===== src/lprs_pkg.sv =====
// ----------------------------------------------------------------------------
// lprs_pkg
// Shared types, constants and register indexes of the route select block.
// ----------------------------------------------------------------------------
package lprs_pkg;

    // IPv6 compare width; IPv4 always compares 32 bits
    localparam int unsigned ADDR_BITS  = 128;
    localparam int unsigned V4_BITS    = 32;
    localparam int unsigned FULL_BITS  = 128;

    localparam logic [7:0]  NO_MATCH_LEN = 8'hFF;
    localparam logic [31:0] COST_MAX     = 32'hFFFF_FFFF;

    localparam int unsigned CFG_IDX_W = 3;

    localparam logic [CFG_IDX_W-1:0] REG_DEST_ADDR_HI    = 3'd0;
    localparam logic [CFG_IDX_W-1:0] REG_DEST_ADDR_LO    = 3'd1;
    localparam logic [CFG_IDX_W-1:0] REG_DEST_PREFIX_LEN = 3'd2;
    localparam logic [CFG_IDX_W-1:0] REG_DEST_FAMILY     = 3'd3;
    localparam logic [CFG_IDX_W-1:0] REG_OWN_IFACE_ID    = 3'd4;
    localparam logic [CFG_IDX_W-1:0] REG_OWN_PROTOCOL    = 3'd5;
    localparam logic [CFG_IDX_W-1:0] REG_OWN_METRIC      = 3'd6;

    typedef struct packed {
        logic [63:0] dest_addr_hi;
        logic [63:0] dest_addr_lo;
        logic [7:0]  dest_prefix_len;
        logic        dest_family;
        logic [63:0] own_iface_id;
        logic [7:0]  own_protocol;
        logic [31:0] own_metric;
    } cfg_t;

    typedef struct packed {
        logic [1:0]  family;
        logic [63:0] prefix_hi;
        logic [63:0] prefix_lo;
        logic [7:0]  prefix_len;
        logic [63:0] iface_id;
        logic [7:0]  protocol;
        logic [31:0] metric;
        logic [31:0] iface_metric;
        logic        iface_metric_valid;
        logic [63:0] hop_hi;
        logic [63:0] hop_lo;
        logic        last;
    } row_t;

    typedef struct packed {
        logic [7:0]  len;
        logic [31:0] cost;
        logic [63:0] iface;
        logic [63:0] hop_hi;
        logic [63:0] hop_lo;
    } best_t;

    localparam best_t BEST_CLEAR = '{
        len:    NO_MATCH_LEN,
        cost:   COST_MAX,
        iface:  64'd0,
        hop_hi: 64'd0,
        hop_lo: 64'd0
    };

endpackage


===== src/longest_prefix_route_select_unit.sv =====
// ----------------------------------------------------------------------------
// longest_prefix_route_select_unit
// Longest-prefix route selection over a stream of routing-table rows.
// ----------------------------------------------------------------------------
// Usage: program the destination prefix and own-route markers on the cfg
// channel (index/data, always ready) while no scan is in flight. Then stream
// the routing table, one row per transfer on the in channel, with last_row
// set on the final row. Each row is registered, checked against the
// destination and folded into the running best route.
// The last row produces one result transfer on the out channel: chosen
// interface, next hop and a changed flag against the route applied before;
// the result becomes the applied route and the search restarts.
// Throughput: one row per cycle unless in_ready drops, set by the single row
// register feeding the compare/add/select logic. The result is registered
// in the output register when the last row leaves the row register.
// A result waits in the output register while the receiver stalls; rows
// keep flowing until a second last row meets a full output register, then
// in_ready drops until the result is taken.
// Reset clears the configuration and the applied route to zero, and the
// search to no match, with both channels empty.
// ----------------------------------------------------------------------------
module longest_prefix_route_select_unit
    import lprs_pkg::*;
(
    input  logic                 clk,
    input  logic                 rst_n,

    input  logic                 cfg_valid,
    output logic                 cfg_ready,
    input  logic [CFG_IDX_W-1:0] cfg_index,
    input  logic [63:0]          cfg_data,

    input  logic                 in_valid,
    output logic                 in_ready,
    input  logic [1:0]           row_family,
    input  logic [63:0]          row_prefix_hi,
    input  logic [63:0]          row_prefix_lo,
    input  logic [7:0]           row_prefix_len,
    input  logic [63:0]          row_iface_id,
    input  logic [7:0]           row_protocol,
    input  logic [31:0]          row_metric,
    input  logic [31:0]          iface_metric,
    input  logic                 iface_metric_valid,
    input  logic [63:0]          hop_hi,
    input  logic [63:0]          hop_lo,
    input  logic                 last_row,

    output logic                 out_valid,
    input  logic                 out_ready,
    output logic [63:0]          chosen_iface,
    output logic [63:0]          chosen_hop_hi,
    output logic [63:0]          chosen_hop_lo,
    output logic                 route_changed
);

    cfg_t  cfg;
    row_t  row_reg;
    logic  row_valid_reg;
    best_t best_reg;
    best_t best_next;
    best_t chosen_reg;
    logic  changed_reg;
    logic  out_valid_reg;
    logic [63:0] applied_iface_reg;
    logic [63:0] applied_hop_hi_reg;
    logic [63:0] applied_hop_lo_reg;
    logic  row_go;
    logic  emit;
    logic  in_xfer;

    assign cfg_ready = 1'b1;

    lprs_cfg_regs u_cfg_regs (
        .clk      (clk),
        .rst_n    (rst_n),
        .wr_en    (cfg_valid),
        .wr_index (cfg_index),
        .wr_data  (cfg_data),
        .cfg      (cfg)
    );

    lprs_row_eval u_row_eval (
        .cfg       (cfg),
        .row       (row_reg),
        .best      (best_reg),
        .best_next (best_next)
    );

    // a last row moves on only when the output register is free or draining
    assign row_go   = row_valid_reg && (!row_reg.last || !out_valid_reg || out_ready);
    assign emit     = row_go && row_reg.last;
    assign in_ready = !row_valid_reg || row_go;
    assign in_xfer  = in_valid && in_ready;

    always_ff @(posedge clk or negedge rst_n)
    begin
        if (!rst_n)
        begin
            row_valid_reg <= 1'b0;
        end
        else if (in_ready)
        begin
            row_valid_reg <= in_valid;
        end
    end

    always_ff @(posedge clk)
    begin
        if (in_xfer)
        begin
            row_reg.family             <= row_family;
            row_reg.prefix_hi          <= row_prefix_hi;
            row_reg.prefix_lo          <= row_prefix_lo;
            row_reg.prefix_len         <= row_prefix_len;
            row_reg.iface_id           <= row_iface_id;
            row_reg.protocol           <= row_protocol;
            row_reg.metric             <= row_metric;
            row_reg.iface_metric       <= iface_metric;
            row_reg.iface_metric_valid <= iface_metric_valid;
            row_reg.hop_hi             <= hop_hi;
            row_reg.hop_lo             <= hop_lo;
            row_reg.last               <= last_row;
        end
    end

    // running best route and the route applied last
    always_ff @(posedge clk or negedge rst_n)
    begin
        if (!rst_n)
        begin
            best_reg           <= BEST_CLEAR;
            applied_iface_reg  <= 64'd0;
            applied_hop_hi_reg <= 64'd0;
            applied_hop_lo_reg <= 64'd0;
        end
        else if (row_go)
        begin
            if (row_reg.last)
            begin
                best_reg           <= BEST_CLEAR;
                applied_iface_reg  <= best_next.iface;
                applied_hop_hi_reg <= best_next.hop_hi;
                applied_hop_lo_reg <= best_next.hop_lo;
            end
            else
            begin
                best_reg <= best_next;
            end
        end
    end

    always_ff @(posedge clk or negedge rst_n)
    begin
        if (!rst_n)
        begin
            out_valid_reg <= 1'b0;
        end
        else if (emit)
        begin
            out_valid_reg <= 1'b1;
        end
        else if (out_ready)
        begin
            out_valid_reg <= 1'b0;
        end
    end

    always_ff @(posedge clk)
    begin
        if (emit)
        begin
            chosen_reg  <= best_next;
            changed_reg <= (best_next.iface != applied_iface_reg)
                        || (best_next.hop_hi != applied_hop_hi_reg)
                        || (best_next.hop_lo != applied_hop_lo_reg);
        end
    end

    assign out_valid     = out_valid_reg;
    assign chosen_iface  = chosen_reg.iface;
    assign chosen_hop_hi = chosen_reg.hop_hi;
    assign chosen_hop_lo = chosen_reg.hop_lo;
    assign route_changed = changed_reg;

    // search restarts after every result
    a_clear_after_emit: assert property (@(posedge clk) disable iff (!rst_n)
        emit |=> (best_reg.len == NO_MATCH_LEN))
        else $error("search state not cleared after result");

    // the emitted route becomes the applied route
    a_applied_tracks_out: assert property (@(posedge clk) disable iff (!rst_n)
        emit |=> (out_valid && (applied_iface_reg == chosen_iface)
                  && (applied_hop_hi_reg == chosen_hop_hi)
                  && (applied_hop_lo_reg == chosen_hop_lo)))
        else $error("applied route differs from emitted result");

    // only a last row blocked by a full output may stall the input
    a_stall_cause: assert property (@(posedge clk) disable iff (!rst_n)
        !in_ready |-> (row_valid_reg && row_reg.last && out_valid_reg && !out_ready))
        else $error("input stalled without a blocked result");

endmodule


===== src/lprs_cfg_regs.sv =====
// ----------------------------------------------------------------------------
// lprs_cfg_regs
// Configuration register file, written through an indexed write channel.
// ----------------------------------------------------------------------------
module lprs_cfg_regs
    import lprs_pkg::*;
(
    input  logic                 clk,
    input  logic                 rst_n,
    input  logic                 wr_en,
    input  logic [CFG_IDX_W-1:0] wr_index,
    input  logic [63:0]          wr_data,
    output cfg_t                 cfg
);

    cfg_t cfg_reg;
    cfg_t cfg_next;

    always_comb
    begin
        cfg_next = cfg_reg;
        if (wr_en)
        begin
            unique case (wr_index)
                REG_DEST_ADDR_HI:    cfg_next.dest_addr_hi    = wr_data;
                REG_DEST_ADDR_LO:    cfg_next.dest_addr_lo    = wr_data;
                REG_DEST_PREFIX_LEN: cfg_next.dest_prefix_len = wr_data[7:0];
                REG_DEST_FAMILY:     cfg_next.dest_family     = wr_data[0];
                REG_OWN_IFACE_ID:    cfg_next.own_iface_id    = wr_data;
                REG_OWN_PROTOCOL:    cfg_next.own_protocol    = wr_data[7:0];
                REG_OWN_METRIC:      cfg_next.own_metric      = wr_data[31:0];
                default:             cfg_next = cfg_reg;
            endcase
        end
    end

    always_ff @(posedge clk or negedge rst_n)
    begin
        if (!rst_n)
        begin
            cfg_reg <= '0;
        end
        else
        begin
            cfg_reg <= cfg_next;
        end
    end

    assign cfg = cfg_reg;

endmodule


===== src/lprs_row_eval.sv =====
// ----------------------------------------------------------------------------
// lprs_row_eval
// Candidate check of one routing row and the best route after that row.
// ----------------------------------------------------------------------------
module lprs_row_eval
    import lprs_pkg::*;
(
    input  cfg_t  cfg,
    input  row_t  row,
    input  best_t best,
    output best_t best_next
);

    logic [7:0]           width_lim;
    logic                 have;
    logic [FULL_BITS-1:0] diff;
    logic [FULL_BITS-1:0] mask;
    logic                 prefix_eq;
    logic [32:0]          cost_sum;
    logic [31:0]          cost;
    logic                 ok;
    logic                 take;

    assign width_lim = cfg.dest_family ? 8'(ADDR_BITS) : 8'(V4_BITS);
    assign have      = (best.len != NO_MATCH_LEN);

    // leading prefix bits, counted from the msb of the hi word
    assign diff = {row.prefix_hi ^ cfg.dest_addr_hi, row.prefix_lo ^ cfg.dest_addr_lo};

    always_comb
    begin
        for (int j = 0; j < FULL_BITS; j++)
        begin
            mask[FULL_BITS-1-j] = (9'(j) < {1'b0, row.prefix_len});
        end
    end

    assign prefix_eq = ((diff & mask) == '0);

    assign cost_sum = {1'b0, row.metric} + {1'b0, row.iface_metric};
    assign cost     = cost_sum[32] ? COST_MAX : cost_sum[31:0];

    assign ok = (row.iface_id != cfg.own_iface_id)
             && !(have && (row.prefix_len < best.len))
             && !((row.protocol == cfg.own_protocol) && (row.metric == cfg.own_metric))
             && (row.family == {1'b0, cfg.dest_family})
             && (row.prefix_len <= cfg.dest_prefix_len)
             && (row.prefix_len <= width_lim)
             && prefix_eq
             && row.iface_metric_valid;

    // equal length keeps the earlier row unless strictly cheaper
    assign take = ok && !(have && (row.prefix_len == best.len) && (cost >= best.cost));

    always_comb
    begin
        best_next = best;
        if (take)
        begin
            best_next.len    = row.prefix_len;
            best_next.cost   = cost;
            best_next.hop_hi = row.hop_hi;
            best_next.hop_lo = row.hop_lo;
            best_next.iface  = (row.prefix_len == cfg.dest_prefix_len) ? 64'd0 : row.iface_id;
        end
    end

endmodule


===== config.mk =====
export PLATFORM = sky130hd
export DESIGN_NAME = longest_prefix_route_select_unit
export DESIGN_NICKNAME = d
export VERILOG_FILES = /design/src/lprs_pkg.sv /design/src/longest_prefix_route_select_unit.sv /design/src/lprs_cfg_regs.sv /design/src/lprs_row_eval.sv
export SDC_FILE = /design/constraint.sdc
export NUM_CORES = 2
export LEC_CHECK = 0
export BUFFER_PORTS_ARGS = -buffer_cell sky130_fd_sc_hd__buf_2
export CAP_MARGIN = 10
export CORE_AREA = 5 5 479 481
export DETAILED_ROUTE_END_ITERATION = 6
export DIE_AREA = 0 0 484 486
export PLACE_DENSITY = 0.51
export SYNTH_ARGS = -nofsm -noshare
export SYNTH_HDL_FRONTEND = slang
export SYNTH_SLANG_ARGS = --single-unit

===== constraint.sdc =====
create_clock -name clk -period 9.5 [get_ports clk]
set_input_delay 0.95 -clock clk [delete_from_list [all_inputs] [get_ports clk]]
set_output_delay 0.95 -clock clk [all_outputs]
set_load 0.02 [all_outputs]

# After elaboration in Yosys (flattened, before gate mapping)
# Index checks and enable logic that the tools add are counted.
[classes]
addsub = 1
order_cmp = 132
n_eq_ne = 16
n_mux = 7
bitwise_logic = 3
n_reduce_logical = 39
[ops]
columns = ["operator", "n"]
rows = [
  ["$lt A7 B8 Y1 const A", 64],
  ["$mux W232", 2],
  ["$lt A6 B8 Y1 const A", 32],
  ["$ne A64 B64 Y1", 4],
  ["$and A128 B128 Y128", 1],
  ["$logic_not A128 Y1", 1],
  ["$lt A5 B8 Y1 const A", 16],
  ["$xor A64 B64 Y64", 2],
  ["$lt A4 B8 Y1 const A", 8],
  ["$mux W64", 1],
  ["$add A32 B32 Y33", 1],
  ["$eq A32 B32 Y1", 1],
  ["$ge A32 B32 Y1", 1],
  ["$lt A3 B8 Y1 const A", 4],
  ["$mux W32", 1],
  ["$eq A8 B8 Y1", 3],
  ["$reduce_and A2 Y1", 9],
  ["$le A8 B8 Y1", 2],
  ["$lt A1 B8 Y1 const A", 2],
  ["$lt A2 B8 Y1 const A", 2],
  ["$logic_and A1 B1 Y1", 15],
  ["$eq A3 B3 Y1 const B", 3],
  ["$lt A8 B8 Y1", 1],
  ["$mux W8", 1],
  ["9 further kinds", 21],
]
[totals]
regBits = 1264
in_bits = 476
out_inout_bits = 196
elab_cells = 231

# Depth between registers and ports, before layout
[logic_depth]
ltp_word = 15
ltp_mapped = 32
mapped_depth_nobuf = 29

# Cells and area by module
# From an unflattened synthesis, not the netlist that was laid out.
[unflattened]
cells_unflattened = 3659
area_unflattened_um2 = 55294.3
[modules_own_cells]
columns = ["module", "n_inst", "cells_each", "area_each_um2", "seq_area_each_um2"]
rows = [
  ["longest_prefix_route_select_unit", 1, 1795, 36148.4, 28637.5],
  ["lprs_row_eval", 1, 1350, 10113.4, 0.0],
  ["lprs_cfg_regs", 1, 514, 9032.4, 6030.8],
]

# Least setup slack after synthesis
# Ideal clock, no wire load.
[synth_path]
path_type = "input to register"
startpoint = "input port out_ready"
endpoint = "register row_reg[0] (netlist name), enable pin"
arrival_time_ns = 10.379
t_required_ns = 8.683
slack_ns = -1.696
cell_stages = 2
n_path_buf = 0
cell_sequence = "nand4b_1 and2_1"
[synth_via]
elab_chain_cells = 4
[synth_lines]
columns = ["item", "line", "source"]
rows = [
  ["from (decl)", "longest_prefix_route_select_unit.sv:49", "input logic out_ready,"],
  ["$logic_or A1 B1 Y1", "longest_prefix_route_select_unit.sv:90", "assign row_go = row_valid_reg && (!row_reg.last || !out_valid_reg || out_ready);"],
  ["$logic_and A1 B1 Y1", "longest_prefix_route_select_unit.sv:90", ""],
  ["$logic_or A1 B1 Y1", "longest_prefix_route_select_unit.sv:92", "assign in_ready = !row_valid_reg || row_go;"],
  ["$logic_and A1 B1 Y1", "longest_prefix_route_select_unit.sv:93", "assign in_xfer = in_valid && in_ready;"],
  ["named net in_xfer", "longest_prefix_route_select_unit.sv:69", "logic in_xfer;"],
  ["to (decl)", "longest_prefix_route_select_unit.sv:57", "row_t row_reg;"],
]
# The timed path passes the listed nets, and every way through them passes these cells.
# A chain may end at the register's enable or synchronous reset.

# Worst setup path after layout
[layout_path]
startpoint = "register row_reg[164] (netlist name)"
endpoint = "register changed_reg, in the netlist route_changed (data pin)"
[layout_via]
elab_chain_cells = 14
word_cells_on_any_way = 21
classes_between = "1 x add/sub; 1 x order compare; 4 x eq/ne; 2 x mux; 13 x reduce/logical"
[layout_lines]
columns = ["item", "line", "source"]
rows = [
  ["parallel branches: the longest is 9 deep, another holds $add A32 B32 Y33", "--", ""],
  ["$logic_and A1 B1 Y1 (*)", "lprs_row_eval.sv:53", "assign take = ok && !(have && (row.prefix_len == best.len) && (cost >= best.cost));"],
  ["$mux W232 (*)", "lprs_row_eval.sv:58", "if (take)"],
  ["$ne A64 B64 Y1 (on tied branches)", "longest_prefix_route_select_unit.sv:173, longest_prefix_route_select_unit.sv:174", ""],
  ["$logic_or A1 B1 Y1", "longest_prefix_route_select_unit.sv:174", "|| (best_next.hop_hi != applied_hop_hi_reg)"],
  ["$logic_or A1 B1 Y1 (*)", "longest_prefix_route_select_unit.sv:175", "|| (best_next.hop_lo != applied_hop_lo_reg);"],
  ["to (signal assigned)", "longest_prefix_route_select_unit.sv:173", "changed_reg <= (best_next.iface != applied_iface_reg)"],
  ["to (decl)", "longest_prefix_route_select_unit.sv:62", "logic changed_reg;"],
]
# Mark *: on every way between the ends. The select of a mux whose other input is x is not followed.

==> results.yml <==
run_status:
  status: "completed"
floorplan:
  die_y_um: 486
  num_io_pins: 672
  die_area_um2: 235000
  initial_core_util_pct: 24.9
  core_area_um2: 224000
  dieWidth_um: 484
  rows: 174
clocking:
  post_cts_buffers: 0
  root_buffer: "clkbuf_16"
  ctsResizeCount: 0
  cts.sinks: 1264
  cts_buffers: 150
  ctsHoldBuffers: 0
  clk_path_buf_depth: 3
  cts.clk_slew.worst_paths_ps: 60
  htree_num_levels: 4
  clock_latency_ps: 810
  cts_tree: "yes"
place:
  io_buffer_count: 670
  post-place-ws_ps: 1120
  dp.final_hpwl_um: 187000
  place_congestion: 0.919
pwr:
  power_frac_seq_pct: 46.4
  switching_share_pct: 26.9
  ir_drop_uv: 150
  leakage_nw: 28.7
  cell_internal_pwr_mw: 10.2
  combinationalPowerShare_pct: 11.1
  power_density_nw_per_um2: 205
  power.net_switching_mw: 3.74
  clockPowerShare_pct: 42.5
detailed_routing:
  drt-pass1-iter-count: 6
  wl_met2_um: 113000
  vias: 41900
  top_layer: "met5"
  wl_met3_um: 20400
  wl_met1_um: 104000
  wire_per_inst_um: 28.9
  initialDrtViolationCount: 4421
  ant_nets: 0
  drc_errors: 0
  vias_per_cell: 4.92
  routed_wl_um: 245000
synthesis:
  async_flop_share_pct: 52.8
  synth_top_flop_cell: "dfrtp_1"
  yosysTopAreaCell: "edfxtp_1"
  synth_area_per_cell_um2: 11.9
  syn-cell-area_um2: 55800
  yosysSeqAreaShare_pct: 62.1
  synthesis.nets: 5233
  ys_ff_latch: 1264
  yosys_warnings: 0
  synth_edf_count: 597
  synthCells: 4674
  yosys.area.top_type_share_pct: 32.1
  synth_cell_types: 86
  synth.top_cells.by_area: "edfxtp_1, dfrtp_1, nand2_1"
grt:
  grt_pass1_wl_um: 336000
  antenna_found_initial: 56
  overflow: 0
  grt_pass1_vias: 41200
  grt_usage_pct: 20.2
  grt_max_degree: 201
sta:
  slew_headroom_pct: 13.7
  setup_viol_count_final: 0
  tightest_slew_ps: 1280
  setup_ws_ps: 1080
  fin_worst_skew_ps: 43.8
  finalHoldViolations: 0
  finalMaxSlewViolations: 0
  fmax_mhz: 119
  fin_crit_sh_pct: 88.7
  fin_tns_setup_ps: 0
  grt_setup_unrepaired: "false"
  finalCriticalPeriod_ps: 8420
min_path:
  hp-class: "in2async"
worst_setup_path:
  required_ps: 10050
  cpPeakStageDelay_ps: 550
  r2r_end: "route_changed"
  critPathKind: "reg2reg"
  critPathMaxFanout: 60
  start_kind: "register"
  crit_family: "compound AO/OA/AOI/OAI gates"
  r2r_cells: 28
  path_buf_inv: 3
  r2r-start: "row_reg[164]"
  worstSetupEndpointType: "register"
  cpMaxStageDelayCell: "o31ai_1"
  r2r_setup_slack_ps: 1080
  crit_arrival_ps: 8970
  cpMostUsedCell: "a21oi_1"
final_layout:
  syn2layout_area_growth_pct: 21.7
  fin_nets: 5925
  nFillCells: 23000
  largest_reg_flops: 404
  drive_above_1_share_pct: 23.9
job:
  maxCapViolCount: 0
## area by class of cell
type                            instances  area [µm²]  share of cell area, %
Sequential cell                      1264       34700                   51.0
Multi-Input combinational cell       2932       19400                   28.6
Clock buffer                          212        4240                   6.24
Timing Repair Buffer                  743        3990                   5.87
Tap cell                             2992        3740                   5.51
Inverter                              275        1040                   1.53
Clock inverter                         68         782                   1.15
Antenna cell                           19        47.5                 0.0700
## cells in the final DEF, fill, tap and decap left out, types with 14 or more instances in the layout
| cell | synthesis | final |
|---|---|---|
| buf_2 | 14 | 669 |
| inv_1 | 272 | 272 |
| nand2b_1 | 15 | 15 |
| ha_1 | 82 | 82 |
| edfxtp_1 | 597 | 597 |
| a22oi_1 | 41 | 41 |
| o2111ai_1 | 14 | 14 |
| a21o_1 | 36 | 36 |
| a221oi_1 | 35 | 35 |
| nor3_1 | 44 | 42 |
| xor2_1 | 192 | 192 |
| clkbuf_16 | 0 | 154 |
| clkbuf_8 | 0 | 17 |
| o22ai_1 | 82 | 81 |
| xnor2_1 | 219 | 219 |
| a22o_1 | 123 | 123 |
| or2_2 | 23 | 22 |
| nor2_1 | 76 | 74 |
| buf_4 | 6 | 67 |
| dfstp_2 | 40 | 40 |
| mux2_2 | 241 | 241 |
| or4_1 | 15 | 15 |
| a31oi_1 | 19 | 19 |
| a21oi_1 | 172 | 172 |
| clkbuf_1 | 171 | 41 |
| nand2_1 | 773 | 770 |
| clkinv_2 | 0 | 22 |
| nand4_1 | 63 | 63 |
| dfrtp_1 | 627 | 627 |
| nand3_1 | 50 | 49 |
| diode_2 | 0 | 19 |
| o21ai_0 | 305 | 305 |
| nor4_1 | 83 | 80 |
| mux2i_1 | 16 | 16 |
## worst reg2reg max path, delay by kind of cell (launching register included)
| kind | cells | cell delay (ps) |
|---|---|---|
| buffers and inverters | 3 | 830 |
| adder cells (fa/ha/maj) | 2 | 670 |
| AND/OR/NAND/NOR | 7 | 1830 |
| flip-flops | 1 | 400 |
| AO/OA/AOI/OAI | 16 | 4420 |
## power by group through the flow
stage | combinational (mW) | sequential (mW) | clock, mW
after floorplan | 0.860 | 6.49 | 0
after global placement | 1.55 | 6.56 | 0
after detailed placement | 1.56 | 6.57 | 0
after CTS | 1.56 | 6.46 | 6.05
after global routing | 1.67 | 6.50 | 6.27
final | 1.54 | 6.46 | 5.92
## metrics by stage
stage	hold slack [ps]	instances	total power, mW	cell area (µm²)	util (%)
final	110	8505	13.9	67900	30.3
after global routing	128	8492	14.4	67900	30.3
after CTS	99.6	8486	14.1	67900	30.3
after detailed placement	472	8206	8.12	62900	28.0
after global placement	464	8206	8.11	62900	28.0
after floorplan	444	4674	7.35	55800	-
## synth_stat cells (83+ instances only)
cell type / count
clkbuf_1: 171
o21ai_0: 305
nand2_1: 773
inv_1: 272
a21oi_1: 172
mux2_2: 241
a22o_1: 123
xnor2_1: 219
dfrtp_1: 627
xor2_1: 192
edfxtp_1: 597
nor4_1: 83
## metal layers
| metal | GRT usage, % | up-vias |
|---|---|---|
| met5 | 0 | - |
| met4 | 6.81 | 20 |
| li1 | - | 18200 |
| met1 | 27.2 | 21200 |
| met2 | 32.1 | 2110 |
| met3 | 4.50 | 360 |
## worst max path at each step
stage                      start          endpoint  slack (ps)  cells after the start
floorplan              out_ready  chosen_hop_hi[0]        1600                      7
global placement    row_reg[162]     route_changed        1180                     29
detailed placement  row_reg[164]     route_changed        1120                     28
CTS                 row_reg[164]     route_changed        1040                     28
global route        row_reg[164]     route_changed         430                     29
finish              row_reg[164]     route_changed        1080                     28
## cell families after synthesis
kind of cell	Yosys count	share of synthesized area (%)
flip-flops	1264	62.1
XOR/XNOR	411	6.45
adder cells (fa/ha/maj)	86	1.93
AND/OR/NAND/NOR	1212	9.92
buffers and inverters	478	3.31
multiplexers	257	5.15
AO/OA/AOI/OAI	965	11.1
other	1	0.00672
(Power assumes the default switching activity.)
